### src/sv/jgdc_pkg.sv
// jgdc_pkg: field widths, calendar constants, month tables and the divide-by-100 helper
// used by the channel interfaces and julian_gregorian_day_count_core
// no dependencies
`default_nettype none

package jgdc_pkg;

  localparam int YEAR_W  = 13;
  localparam int MONTH_W = 4;
  localparam int DAY_W   = 5;
  localparam int DOY_W   = 10;
  localparam int COUNT_W = 22;
  localparam int WDAY_W  = 4;

  localparam int REFORM_YEAR    = 1582;
  localparam int REFORM_MONTH   = 10;
  localparam int FIRST_DROP_DAY = 5;
  localparam int LAST_DROP_DAY  = 14;
  localparam int GREG_SHIFT     = 10;
  localparam int DAYS_PER_YEAR  = 365;
  localparam int WEEK_DAYS      = 7;

  // floor(a / 100) via reciprocal 5243 / 2^19; div100 returns six bits, so it is exact for a < 6400
  localparam int DIV100_MUL   = 5243;
  localparam int DIV100_SHIFT = 19;

  typedef enum logic [1:0] {
    KIND_NONE      = 2'd0,
    KIND_JULIAN    = 2'd1,
    KIND_GREGORIAN = 2'd2
  } date_kind_t;

  typedef logic [3:0]  month_t;
  typedef logic [5:0]  q100_t;

  function automatic logic [5:0] month_len(input month_t m);
    logic [5:0] len;
    case (m)
      4'd1, 4'd3, 4'd5, 4'd7, 4'd8, 4'd10, 4'd12: len = 6'd31;
      4'd4, 4'd6, 4'd9, 4'd11:                    len = 6'd30;
      4'd2:                                       len = 6'd28;
      default:                                    len = 6'd0;
    endcase
    return len;
  endfunction

  function automatic logic [8:0] days_before(input month_t m);
    logic [8:0] n;
    case (m)
      4'd0, 4'd1: n = 9'd0;
      4'd2:       n = 9'd31;
      4'd3:       n = 9'd59;
      4'd4:       n = 9'd90;
      4'd5:       n = 9'd120;
      4'd6:       n = 9'd151;
      4'd7:       n = 9'd181;
      4'd8:       n = 9'd212;
      4'd9:       n = 9'd243;
      4'd10:      n = 9'd273;
      4'd11:      n = 9'd304;
      4'd12:      n = 9'd334;
      default:    n = 9'd365;
    endcase
    return n;
  endfunction

  function automatic q100_t div100(input logic [12:0] a);
    logic [25:0] p;
    p = 26'(a) * 26'(DIV100_MUL);
    return p[DIV100_SHIFT+5:DIV100_SHIFT];
  endfunction

endpackage

`default_nettype wire

### src/sv/jgdc_in_if.sv
// jgdc_in_if: date item channel (valid, ready, year, month, day)
// depends on jgdc_pkg
`default_nettype none

interface jgdc_in_if import jgdc_pkg::*; ();
  logic                      valid;
  logic                      ready;
  logic signed [YEAR_W-1:0]  year;
  logic [MONTH_W-1:0]        month;
  logic [DAY_W-1:0]          day;

  modport source (output valid, output year, output month, output day, input ready);
  modport sink   (input valid, input year, input month, input day, output ready);
endinterface

`default_nettype wire

### src/sv/jgdc_out_if.sv
// jgdc_out_if: result item channel (valid, ready, date_kind, day_of_year, day_count, weekday)
// depends on jgdc_pkg
`default_nettype none

interface jgdc_out_if import jgdc_pkg::*; ();
  logic                       valid;
  logic                       ready;
  logic [1:0]                 date_kind;
  logic signed [DOY_W-1:0]    day_of_year;
  logic signed [COUNT_W-1:0]  day_count;
  logic signed [WDAY_W-1:0]   weekday;

  modport source (output valid, output date_kind, output day_of_year, output day_count,
                  output weekday, input ready);
  modport sink   (input valid, input date_kind, input day_of_year, input day_count,
                  input weekday, output ready);
endinterface

`default_nettype wire

### src/sv/julian_gregorian_day_count_core.sv
// julian_gregorian_day_count_core: date classifier, day of year, day count and weekday
// depends on jgdc_pkg, jgdc_in_if, jgdc_out_if
//
//   channel  dir  fields
//   in_if    in   year, month, day
//   out_if   out  date_kind, day_of_year, day_count, weekday
//
// four register stages: input, kind/doy/quotients, day count, weekday and result
// one item per cycle while out_if.ready is high; items pass the stages in order
// each stage loads when empty or when the stage after it moves, so out_if.ready low
// holds the whole pipe; in_if.ready follows from that chain in the same cycle
// synchronous active-low reset clears the stage valid bits only
`default_nettype none

module julian_gregorian_day_count_core import jgdc_pkg::*; (
  input  wire logic   clk,
  input  wire logic   rst_n,
  jgdc_in_if.sink     in_if,
  jgdc_out_if.source  out_if
);

  // stage enables and valid bits
  logic v0_r, v1_r, v2_r, v3_r;
  logic en0, en1, en2, en3;

  assign en3 = !v3_r || out_if.ready;
  assign en2 = !v2_r || en3;
  assign en1 = !v1_r || en2;
  assign en0 = !v0_r || en1;
  assign in_if.ready = en0;

  always_ff @(posedge clk) begin
    if (!rst_n) begin
      v0_r <= 1'b0;
      v1_r <= 1'b0;
      v2_r <= 1'b0;
      v3_r <= 1'b0;
    end else begin
      if (en0) v0_r <= in_if.valid;
      if (en1) v1_r <= v0_r;
      if (en2) v2_r <= v1_r;
      if (en3) v3_r <= v2_r;
    end
  end

  // input register
  logic signed [YEAR_W-1:0] year_r;
  logic [MONTH_W-1:0]       month_r;
  logic [DAY_W-1:0]         day_r;

  always_ff @(posedge clk) begin
    if (en0 && in_if.valid) begin
      year_r  <= in_if.year;
      month_r <= in_if.month;
      day_r   <= in_if.day;
    end
  end

  // stage 1: classification, day of year, quotients of year - 1
  logic [12:0]        yabs;
  q100_t              y_q100;
  logic [12:0]        y_mul100;
  logic               y_div4, y_div100, y_div400;
  logic               jul_leap, greg_leap;
  logic               is_reform, after_reform, reform_oct;
  logic               leap_chk, leap_doy;
  logic [5:0]         mlen;
  logic               month_ok, day_ok, dropped;
  date_kind_t         kind_nxt;
  logic [9:0]         doy_base;
  logic signed [9:0]  doy_nxt;
  logic signed [13:0] ym1_nxt;
  logic               ym1_neg;
  logic [12:0]        ym1abs;
  q100_t              ym_q100;
  logic [3:0]         ym_q400;
  logic [10:0]        ym_q4;
  logic signed [11:0] q4_nxt;
  logic signed [7:0]  adj_base, adj_nxt;

  always_comb begin
    yabs     = year_r[YEAR_W-1] ? 13'(~year_r + 13'd1) : 13'(year_r);
    y_q100   = div100(yabs);
    y_mul100 = 13'({7'd0, y_q100}) * 13'd100;
    y_div4   = (year_r[1:0] == 2'd0);
    y_div100 = (yabs == y_mul100);
    y_div400 = y_div100 && (y_q100[1:0] == 2'd0);
    jul_leap  = y_div4;
    greg_leap = y_div400 || (y_div4 && !y_div100);

    is_reform    = (year_r == 13'(REFORM_YEAR));
    after_reform = (year_r > 13'(REFORM_YEAR));
    reform_oct   = is_reform && (month_r == 4'(REFORM_MONTH));
    dropped      = reform_oct && (day_r >= 5'(FIRST_DROP_DAY)) && (day_r <= 5'(LAST_DROP_DAY));

    leap_chk = (after_reform || (is_reform && month_r > 4'(REFORM_MONTH)) ||
                (reform_oct && day_r > 5'(LAST_DROP_DAY))) ? greg_leap : jul_leap;
    mlen     = month_len(month_r) + 6'((month_r == 4'd2) && leap_chk);
    month_ok = (month_r >= 4'd1) && (month_r <= 4'd12);
    day_ok   = month_ok && (day_r != 5'd0) && ({1'b0, day_r} <= mlen);

    if (after_reform || (is_reform && month_r > 4'(REFORM_MONTH)) ||
        (reform_oct && day_r > 5'(LAST_DROP_DAY))) begin
      kind_nxt = day_ok ? KIND_GREGORIAN : KIND_NONE;
    end else if (dropped) begin
      kind_nxt = KIND_NONE;
    end else begin
      kind_nxt = day_ok ? KIND_JULIAN : KIND_NONE;
    end

    leap_doy = (kind_nxt == KIND_JULIAN) ? jul_leap : greg_leap;
    doy_base = 10'(days_before(month_r)) + 10'(day_r) +
               10'(leap_doy && (month_r >= 4'd3));
    doy_nxt  = $signed(doy_base);
    if (is_reform) begin
      if (kind_nxt == KIND_GREGORIAN) doy_nxt = $signed(doy_base) - 10'sd10;
      if (kind_nxt == KIND_NONE)      doy_nxt = -10'sd1;
    end

    ym1_nxt = {year_r[YEAR_W-1], year_r} - 14'sd1;
    ym1_neg = ym1_nxt[13];
    ym1abs  = ym1_neg ? 13'(~ym1_nxt + 14'd1) : 13'(ym1_nxt);
    ym_q4   = ym1abs[12:2];
    ym_q100 = div100(ym1abs);
    ym_q400 = ym_q100[5:2];
    q4_nxt  = ym1_neg ? -$signed({1'b0, ym_q4}) : $signed({1'b0, ym_q4});
    adj_base = ym1_neg ? ($signed({2'b0, ym_q100}) - $signed({4'b0, ym_q400}))
                       : ($signed({4'b0, ym_q400}) - $signed({2'b0, ym_q100}));
    adj_nxt  = after_reform ? adj_base + 8'sd2 : 8'sd0;
  end

  date_kind_t         kind1_r;
  logic signed [9:0]  doy1_r;
  logic signed [13:0] ym1_r;
  logic signed [11:0] q4_r;
  logic signed [7:0]  adj_r;

  always_ff @(posedge clk) begin
    if (en1 && v0_r) begin
      kind1_r <= kind_nxt;
      doy1_r  <= doy_nxt;
      ym1_r   <= ym1_nxt;
      q4_r    <= q4_nxt;
      adj_r   <= adj_nxt;
    end
  end

  // stage 2: day count
  logic signed [COUNT_W-1:0] ym1_ext, count_nxt;

  always_comb begin
    ym1_ext   = COUNT_W'(ym1_r);
    count_nxt = COUNT_W'(ym1_ext * COUNT_W'(DAYS_PER_YEAR)) + COUNT_W'(q4_r) +
                COUNT_W'(doy1_r) + COUNT_W'(adj_r) - COUNT_W'(2);
  end

  date_kind_t                kind2_r;
  logic signed [9:0]         doy2_r;
  logic signed [COUNT_W-1:0] count2_r;

  always_ff @(posedge clk) begin
    if (en2 && v1_r) begin
      kind2_r  <= kind1_r;
      doy2_r   <= doy1_r;
      count2_r <= count_nxt;
    end
  end

  // stage 3: truncating remainder 7 by octal digit folding
  logic [23:0]              cabs;
  logic [5:0]               dsum;
  logic [3:0]               fold;
  logic [2:0]               rem7;
  logic signed [WDAY_W-1:0] wday_nxt;

  always_comb begin
    cabs = count2_r[COUNT_W-1] ? 24'(~count2_r + COUNT_W'(1)) : 24'(count2_r);
    dsum = 6'd0;
    for (int i = 0; i < 8; i++) begin
      dsum = dsum + 6'(cabs[3*i +: 3]);
    end
    fold = 4'(dsum[5:3]) + 4'(dsum[2:0]);
    rem7 = (fold >= 4'(WEEK_DAYS)) ? 3'(fold - 4'(WEEK_DAYS)) : fold[2:0];
    wday_nxt = count2_r[COUNT_W-1] ? -$signed({1'b0, rem7}) : $signed({1'b0, rem7});
  end

  date_kind_t                kind3_r;
  logic signed [9:0]         doy3_r;
  logic signed [COUNT_W-1:0] count3_r;
  logic signed [WDAY_W-1:0]  wday3_r;

  always_ff @(posedge clk) begin
    if (en3 && v2_r) begin
      kind3_r  <= kind2_r;
      doy3_r   <= doy2_r;
      count3_r <= count2_r;
      wday3_r  <= wday_nxt;
    end
  end

  assign out_if.valid       = v3_r;
  assign out_if.date_kind   = kind3_r;
  assign out_if.day_of_year = doy3_r;
  assign out_if.day_count   = count3_r;
  assign out_if.weekday     = wday3_r;

endmodule

`default_nettype wire
### src/flat_wrapper.sv
// flat-port wrapper written by rule: the top's interface ports become plain ports
module julian_gregorian_day_count_core_flat import jgdc_pkg::*;
  (clk, rst_n, in_if_valid, in_if_year, in_if_month, in_if_day, in_if_ready, out_if_valid, out_if_date_kind, out_if_day_of_year, out_if_day_count, out_if_weekday, out_if_ready);
  jgdc_in_if in_if_i ();
  jgdc_out_if out_if_i ();
  input  wire logic clk;
  input  wire logic rst_n;
  input wire logic [$bits(in_if_i.valid)-1:0] in_if_valid;
  input wire logic [$bits(in_if_i.year)-1:0] in_if_year;
  input wire logic [$bits(in_if_i.month)-1:0] in_if_month;
  input wire logic [$bits(in_if_i.day)-1:0] in_if_day;
  output wire logic [$bits(in_if_i.ready)-1:0] in_if_ready;
  output wire logic [$bits(out_if_i.valid)-1:0] out_if_valid;
  output wire logic [$bits(out_if_i.date_kind)-1:0] out_if_date_kind;
  output wire logic [$bits(out_if_i.day_of_year)-1:0] out_if_day_of_year;
  output wire logic [$bits(out_if_i.day_count)-1:0] out_if_day_count;
  output wire logic [$bits(out_if_i.weekday)-1:0] out_if_weekday;
  input wire logic [$bits(out_if_i.ready)-1:0] out_if_ready;
  assign in_if_i.valid = in_if_valid;
  assign in_if_i.year = in_if_year;
  assign in_if_i.month = in_if_month;
  assign in_if_i.day = in_if_day;
  assign in_if_ready = in_if_i.ready;
  assign out_if_valid = out_if_i.valid;
  assign out_if_date_kind = out_if_i.date_kind;
  assign out_if_day_of_year = out_if_i.day_of_year;
  assign out_if_day_count = out_if_i.day_count;
  assign out_if_weekday = out_if_i.weekday;
  assign out_if_i.ready = out_if_ready;
  julian_gregorian_day_count_core u_core (.clk(clk), .rst_n(rst_n), .in_if(in_if_i), .out_if(out_if_i));
endmodule
### config.mk
export PLATFORM = sky130hd
export DESIGN_NAME = julian_gregorian_day_count_core_flat
export DESIGN_NICKNAME = d
export VERILOG_FILES = /design/src/sv/jgdc_pkg.sv /design/src/sv/jgdc_in_if.sv /design/src/sv/jgdc_out_if.sv /design/src/sv/julian_gregorian_day_count_core.sv /design/src/flat_wrapper.sv
export SDC_FILE = /design/constraint.sdc
export NUM_CORES = 1
export LEC_CHECK = 0
export BUFFER_PORTS_ARGS = -buffer_cell sky130_fd_sc_hd__buf_4
export CORE_UTILIZATION = 25
export DETAILED_ROUTE_END_ITERATION = 12
export PLACE_DENSITY = 0.4
export SLEW_MARGIN = 20
export SYNTH_ARGS = -nofsm -noshare
export SYNTH_HDL_FRONTEND = slang
export SYNTH_SLANG_ARGS = --single-unit
export TNS_END_PERCENT = 100
### constraint.sdc
create_clock -name clk -period 21.4 [get_ports clk]
set_input_delay 0 -clock clk [delete_from_list [all_inputs] [get_ports clk]]
set_output_delay 0 -clock clk [all_outputs]
set_load 0.05 [all_outputs]
# Word-level counts from Yosys, hierarchy flattened
# Memories as Yosys holds them, arrays and structs flattened. A register that Yosys moved wholly into a read port is not among the register bits.
# Index checks and enable logic that the tools add are counted.
op_classes:
  add_sub_neg: 26
  n_mul: 4
  order_cmp: 10
  eq_ne: 6
  n_mux: 18
  n_bitwise: 3
  n_reduce_logical: 32
ops:
  columns: ["operator", "n"]
  rows:
  - ["multiplier 13 x 13 -> 25 bit (second input constant)", 2]
  - ["adder 6 x 3 -> 6 bit", 6]
  - ["2-to-1 mux 10 bit", 3]
  - ["adder 13 x 1 -> 13 bit (second input constant)", 2]
  - ["2-to-1 mux 13 bit", 2]
  - ["inverter 13 bit", 2]
  - ["adder 24 x 2 -> 24 bit (second input constant)", 1]
  - ["2-to-1 mux 24 bit", 1]
  - ["inverter 22 -> 24 bit", 1]
  - ["adder 22 x 10 -> 22 bit", 1]
  - ["adder 22 x 12 -> 22 bit", 1]
  - ["adder 22 x 8 -> 22 bit", 1]
  - ["multiplier 14 x 10 -> 22 bit (second input constant)", 1]
  - ["subtractor 22 x 3 -> 22 bit (second input constant)", 1]
  - ["logical AND 1 bit", 16]
  - ["subtractor 13 x 2 -> 14 bit (second input constant)", 1]
  - ["== test 13 x 12 -> 1 bit (second input constant)", 1]
  - ["== test 13 bit", 1]
  - ["> comparator 13 x 12 -> 1 bit (second input constant)", 1]
  - ["negator 11 -> 12 bit", 1]
  - ["multiplier 6 x 5 -> 11 bit (second input constant)", 1]
  - ["2-to-1 mux 11 bit", 1]
  - ["adder 10 x 1 -> 10 bit", 1]
  - ["adder 9 x 5 -> 10 bit", 1]
  - ["30 further kinds", 49]
word_totals:
  register_bits: 144
  romBits: 224
  inputBits: 26
  output_inout_bits: 40
  elab_cells: 122
  memories: 2
memory_table:
  columns: ["memory", "depth", "word_bits", "rd", "rd_clocked_by_memory_dff", "wr", "line", "source"]
  rows:
  - ["(no name shown)", 16, 9, 1, 1, 0, "jgdc_pkg.sv:49", "case (m)"]
  - ["(no name shown)", 16, 5, 1, 1, 0, "jgdc_pkg.sv:38", "case (m)"]

# Longest topological paths before layout
depth:
  ltp_word: 25
  ltp_mapped: 65
  mapped_depth_nobuf: 64

# Least setup slack after synthesis
# Ideal clock, no wire load.
synth_path:
  path_type: "register to register"
  from: "register u_core.year_r[0]"
  to: "register u_core.doy1_r[9] (data pin)"
  setup_ps: 262
  t_arrival_ps: 13081
  required_ps: 21138
  setup_slack_ps: 8058
  path_stages_with_launch: 62
  n_path_buf: 0
  period_less_slack_ps: 13342
  path_cell_list: "edfxtp_1 -> inv_1 -> ha_1 -> or2b_2 -> o21ai_0 -> xor2_1 -> inv_1 -> xnor2_1 -> ha_1 -> ha_1 -> fa_1 -> fa_1 -> inv_1 -> fa_1 -> inv_1 -> ha_1 -> a21o_1 -> a21oi_1 -> [... 26 more ...] -> a22o_1 -> a211oi_1 -> and3_2 -> nor4_2 -> mux2i_1 -> fa_1 -> inv_1 -> fa_1 -> inv_1 -> a21oi_1 -> o21ai_0 -> a21oi_1 -> nor2b_1 -> nand3_1 -> xor2_1 -> nand3b_1 -> xnor2_1 -> nand2_1"
synth_between:
  elab_chain_len: 25
  word_cells_on_any_way: 40
synth_rtl:
  columns: ["item", "line", "source"]
  rows:
  - ["start, declared", "julian_gregorian_day_count_core.sv:47", "logic signed [YEAR_W-1:0] year_r;"]
  - ["start signal, assigned", "julian_gregorian_day_count_core.sv:53", "year_r <= in_if.year;"]
  - ["inverter 13 bit", "julian_gregorian_day_count_core.sv:82", "yabs = year_r[YEAR_W-1] ? 13'(~year_r + 13'd1) : 13'(year_r);"]
  - ["adder 13 x 1 -> 13 bit", "julian_gregorian_day_count_core.sv:82", null]
  - ["2-to-1 mux 13 bit", "julian_gregorian_day_count_core.sv:82", null]
  - ["multiplier 13 x 13 -> 25 bit", "jgdc_pkg.sv:69", "p = 26'(a) * 26'(DIV100_MUL);"]
  - ["multiplier 6 x 5 -> 11 bit", "julian_gregorian_day_count_core.sv:84", "y_mul100 = 13'({7'd0, y_q100}) * 13'd100;"]
  - ["== test 13 bit", "julian_gregorian_day_count_core.sv:86", "y_div100 = (yabs == y_mul100);"]
  - ["logical NOT 1 bit", "julian_gregorian_day_count_core.sv:89", "greg_leap = y_div400 || (y_div4 && !y_div100);"]
  - ["logical AND 1 bit", "julian_gregorian_day_count_core.sv:89", null]
  - ["[... 9 more ...]", null, null]
  - ["named net u_core.kind_nxt[0]", "julian_gregorian_day_count_core.sv:69", "date_kind_t kind_nxt;"]
  - ["[... 1 more ...]", null, null]
  - ["2-to-1 mux 1 bit", "julian_gregorian_day_count_core.sv:111", "leap_doy = (kind_nxt == KIND_JULIAN) ? jul_leap : greg_leap;"]
  - ["logical AND 1 bit", "julian_gregorian_day_count_core.sv:113", "10'(leap_doy && (month_r >= 4'd3));"]
  - ["adder 10 x 1 -> 10 bit", "julian_gregorian_day_count_core.sv:112", "doy_base = 10'(days_before(month_r)) + 10'(day_r) +"]
  - ["subtractor 10 x 5 -> 10 bit", "julian_gregorian_day_count_core.sv:116", "if (kind_nxt == KIND_GREGORIAN) doy_nxt = $signed(doy_base) - 10'sd10;"]
  - ["2-to-1 mux 10 bit", "julian_gregorian_day_count_core.sv:116", null]
  - ["2-to-1 mux 10 bit", "julian_gregorian_day_count_core.sv:117", "if (kind_nxt == KIND_NONE) doy_nxt = -10'sd1;"]
  - ["2-to-1 mux 10 bit *", "julian_gregorian_day_count_core.sv:115", "if (is_reform) begin"]
  - ["named net u_core.doy_nxt[9]", "julian_gregorian_day_count_core.sv:71", "logic signed [9:0] doy_nxt;"]
  - ["end signal, assigned", "julian_gregorian_day_count_core.sv:141", "doy1_r <= doy_nxt;"]
  - ["end, declared", "julian_gregorian_day_count_core.sv:133", "logic signed [9:0] doy1_r;"]
# Mark *: on every way through the listed nets, which the timed path passes. The rest lies on a longest branch.
# A chain may end at the register's enable or synchronous reset.

# Worst setup path in the final report
# Same ends and word-level chain as after synthesis.

==> results_dict.tcl <==
set metrics [dict create \
    critPathMaxFanout 11 \
    yosys.area.top_type "fa_1" \
    fp.dieH_um 284 \
    synth_seq_cells 156 \
    worst_pin_slew_ns 0.933 \
    hold_violations 0 \
    finalSetupViolCount 0 \
    synthTopCellsByCount "inv_1 (434), ha_1 (350), fa_1 (237)" \
    synth_edf_count 140 \
    syn_inst 1858 \
    cts.htree.levels 4 \
    slew_headroom_pct 37.7 \
    num_vias 12414 \
    hold_class "in -> reg" \
    seq_area_frac_synth_pct 22.7 \
    grt_max_degree 47 \
    routabilityCongestion 0.779 \
    cp-start-kind "flip-flop" \
    cts_tree "built" \
    fin_worst_skew_ns 0.0139 \
    port_buffers 65 \
    drt_iter0_drc 390 \
    rows 103 \
    post-route-period-util_pct 71.4 \
    fill_cells 8265 \
    routed_wl_um 43800 \
    wire_per_inst_um 14.5 \
    clock_path_buffers 2 \
    grt_pass1_vias 13606 \
    tns_ns 0 \
    cpMostUsedCell "ha_1" \
    cts_inserted_buffers 17 \
    clk_pin_slew_worst_paths_ns 0.07 \
    synth_top_family_by_area "adder cells" \
    synth_cell_types 81 \
    synthMuxAreaShare_pct 0.773 \
    worstPathArrival_ns 15.47 \
    yosysTopAreaCellShare_pct 23.8 \
    core_um2 78900 \
    dp_cells 2966 \
    period_needed_ns 15.28 \
    synth_area_leaders "fa_1 (24%), ha_1 (22%), edfxtp_1 (21%), inv_1 (8.2%), xnor2_1 (5.1%)" \
    fin_nets 2575 \
    initial_core_util_pct 25.2 \
    clock_latency_ns 0.45 \
    cpPeakStageDelay_ns 0.59 \
    drive_gt1_share_pct 7.54 \
    critical_path_required_ns 21.59 \
    fmax_mhz 65.4 \
    yosysMostFrequentCell "inv_1" \
    first_pass_iters 4 \
    syn_area_um2 19900 \
    overflow 0 \
    clockRootBuffer "clkbuf_16" \
    worstSetupPathType "reg -> reg" \
    ys_async_sr_fraction_pct 0 \
    area_delta_synth_final_pct 13.4 \
    status "finished, final reports clean" \
    vias_per_cell 4.10 \
    synth_xor_area_share_pct 7.63 \
    fp.dieArea_um2 80700 \
    rsz0062_at_grt "no" \
    io_pins 66 \
    dpl.hpwl_um 38500 \
    ys.flop_type "edfxtp_1" \
    layoutNonFillerInstCount 3026 \
    yosys.area_share.simple_pct 6.76 \
    drc 0 \
    cts-resized-gates 0 \
    grt_first_pass_wirelength_um 73000 \
    end_kind "flip-flop" \
    antenna_left 0 \
    drv_cap 0 \
    synth_compound_area_share_pct 7.25 \
    antenna_found_initial 0 \
    fp.dieW_um 284 \
    crit_slowest_cell "edfxtp_1" \
    syn_area_per_cell_um2 10.7 \
    synth_adder_area_share_pct 45.8 \
    track_usage_pct 11.4 \
    maxSlewViolCount 0 \
    cts.sinks 156 \
    synth_warnings 0 \
]
==> registers in the layout, indices dropped and copies added, names as in the netlist, named ones only <==
name / count
u_core.v1_r: 1
u_core.adj_r: 8
u_core.year_r: 13
u_core.doy1_r: 10
u_core.q4_r: 12
u_core.out_if.valid: 1
u_core.ym1_r: 14
u_core.out_if.day_of_year: 10
u_core.kind1_r: 2
u_core.v0_r: 1
u_core.out_if.weekday: 4
u_core.day_r: 5
u_core.out_if.day_count: 22
u_core.doy2_r: 10
u_core.v2_r: 1
u_core.out_if.date_kind: 2
u_core.count2_r: 22
u_core.month_r: 4
u_core.kind2_r: 2
==> cells in the final DEF, fill, tap and decap left out, drive strengths merged, types with 7 or more instances in the layout <==
cell,instances
inv,443
a211oi,8
clkinv,7
xnor2,117
dfxtp,16
o21ai,43
buf,82
o21bai,17
nand3,19
a21boi,7
ha,350
nand4,7
and2,7
a21o,24
clkbuf,18
nor2,66
edfxtp,140
mux2i,12
nor2b,15
fa,237
nand2b,13
and3,9
a31oi,7
or3,9
nand2,63
nor3,16
nor4,10
a21oi,61
o21a,7
o31ai,8
dlygate4sd3,25
xor2,47
==> routing by layer <==
layer  vias to the layer above  wire length (µm)  global-route usage, %  share of wire [%]
met5                         -                 0                      0                  0
met4                         0               665                   2.77                1.5
met3                        41               771                   1.24                1.8
met2                       137             21100                   19.7                 48
met1                      6004             21300                   15.1                 49
li1                       6232                 -                      -                  -
==> through the flow <==
| step | area (µm²) | hold WS (ns) | util, % | setup WS, ns |
|---|---|---|---|---|
| after floorplan | 19900 | 0.0989 | - | 8.06 |
| after global routing | 22600 | 0.225 | 28.6 | 4.75 |
| after global placement | 21700 | 0.180 | 27.5 | 6.66 |
| final | 22600 | 0.194 | 28.6 | 6.12 |
| after detailed placement | 21700 | 0.180 | 27.5 | 6.13 |
| after CTS | 22500 | 0.172 | 28.6 | 6.04 |
==> final timing paths <==
check / from / end / slack [ns] / depth (start not counted)
max reg2reg: u_core.year_r[0] / u_core.doy1_r[9] / 6.12 / 62
max: u_core.year_r[0] / u_core.doy1_r[9] / 6.12 / 62
min: out_if_ready / u_core.v2_r / 0.19 / 4
min reg2reg: u_core.doy2_r[5] / u_core.out_if.day_of_year[5] / 0.41 / 0
==> critical path, delay by kind of cell, from the launching register on <==
| kind | cells | cell delay (ns) |
|---|---|---|
| AO/OA/AOI/OAI | 20 | 4.51 |
| buffers and inverters | 7 | 0.82 |
| flip-flops | 1 | 0.59 |
| AND/OR/NAND/NOR | 11 | 2.00 |
| multiplexers | 2 | 0.49 |
| adder cells (fa/ha/maj) | 17 | 5.31 |
| XOR/XNOR | 5 | 1.29 |
==> layout make-up <==
type,instances,area (µm²),share of cell area [%]
multi-input cells,1243,13600,60.4
flip-flops and latches,156,4520,20.1
inverters,437,1640,7.27
well taps,1050,1310,5.82
repair buffers,107,886,3.93
clock buffers,18,450,2.00
clock inverters,14,124,0.549
diodes,1,2.50,0.0111
==> repair_timing <==
action | in CTS | in global routing
endpoints found under the hold margin | 26 | 0
hold buffers | 25 | 0
buffers inserted | 0 | 0
endpoints found under the setup margin | 0 | 0
==> cells by family (layout without fill, tap and decap cells) <==
family	after synthesis	after routing
other	1	3
XOR/XNOR	165	165
adder cells (fa/ha/maj)	587	587
flip-flops	156	156
multiplexers	15	15
AND/OR/NAND/NOR	260	260
buffers and inverters	460	576
AO/OA/AOI/OAI	214	214
Power is left out: the tool's default activity adds up to more than one toggle a clock period on the data nets, which glitch-free logic cannot reach.
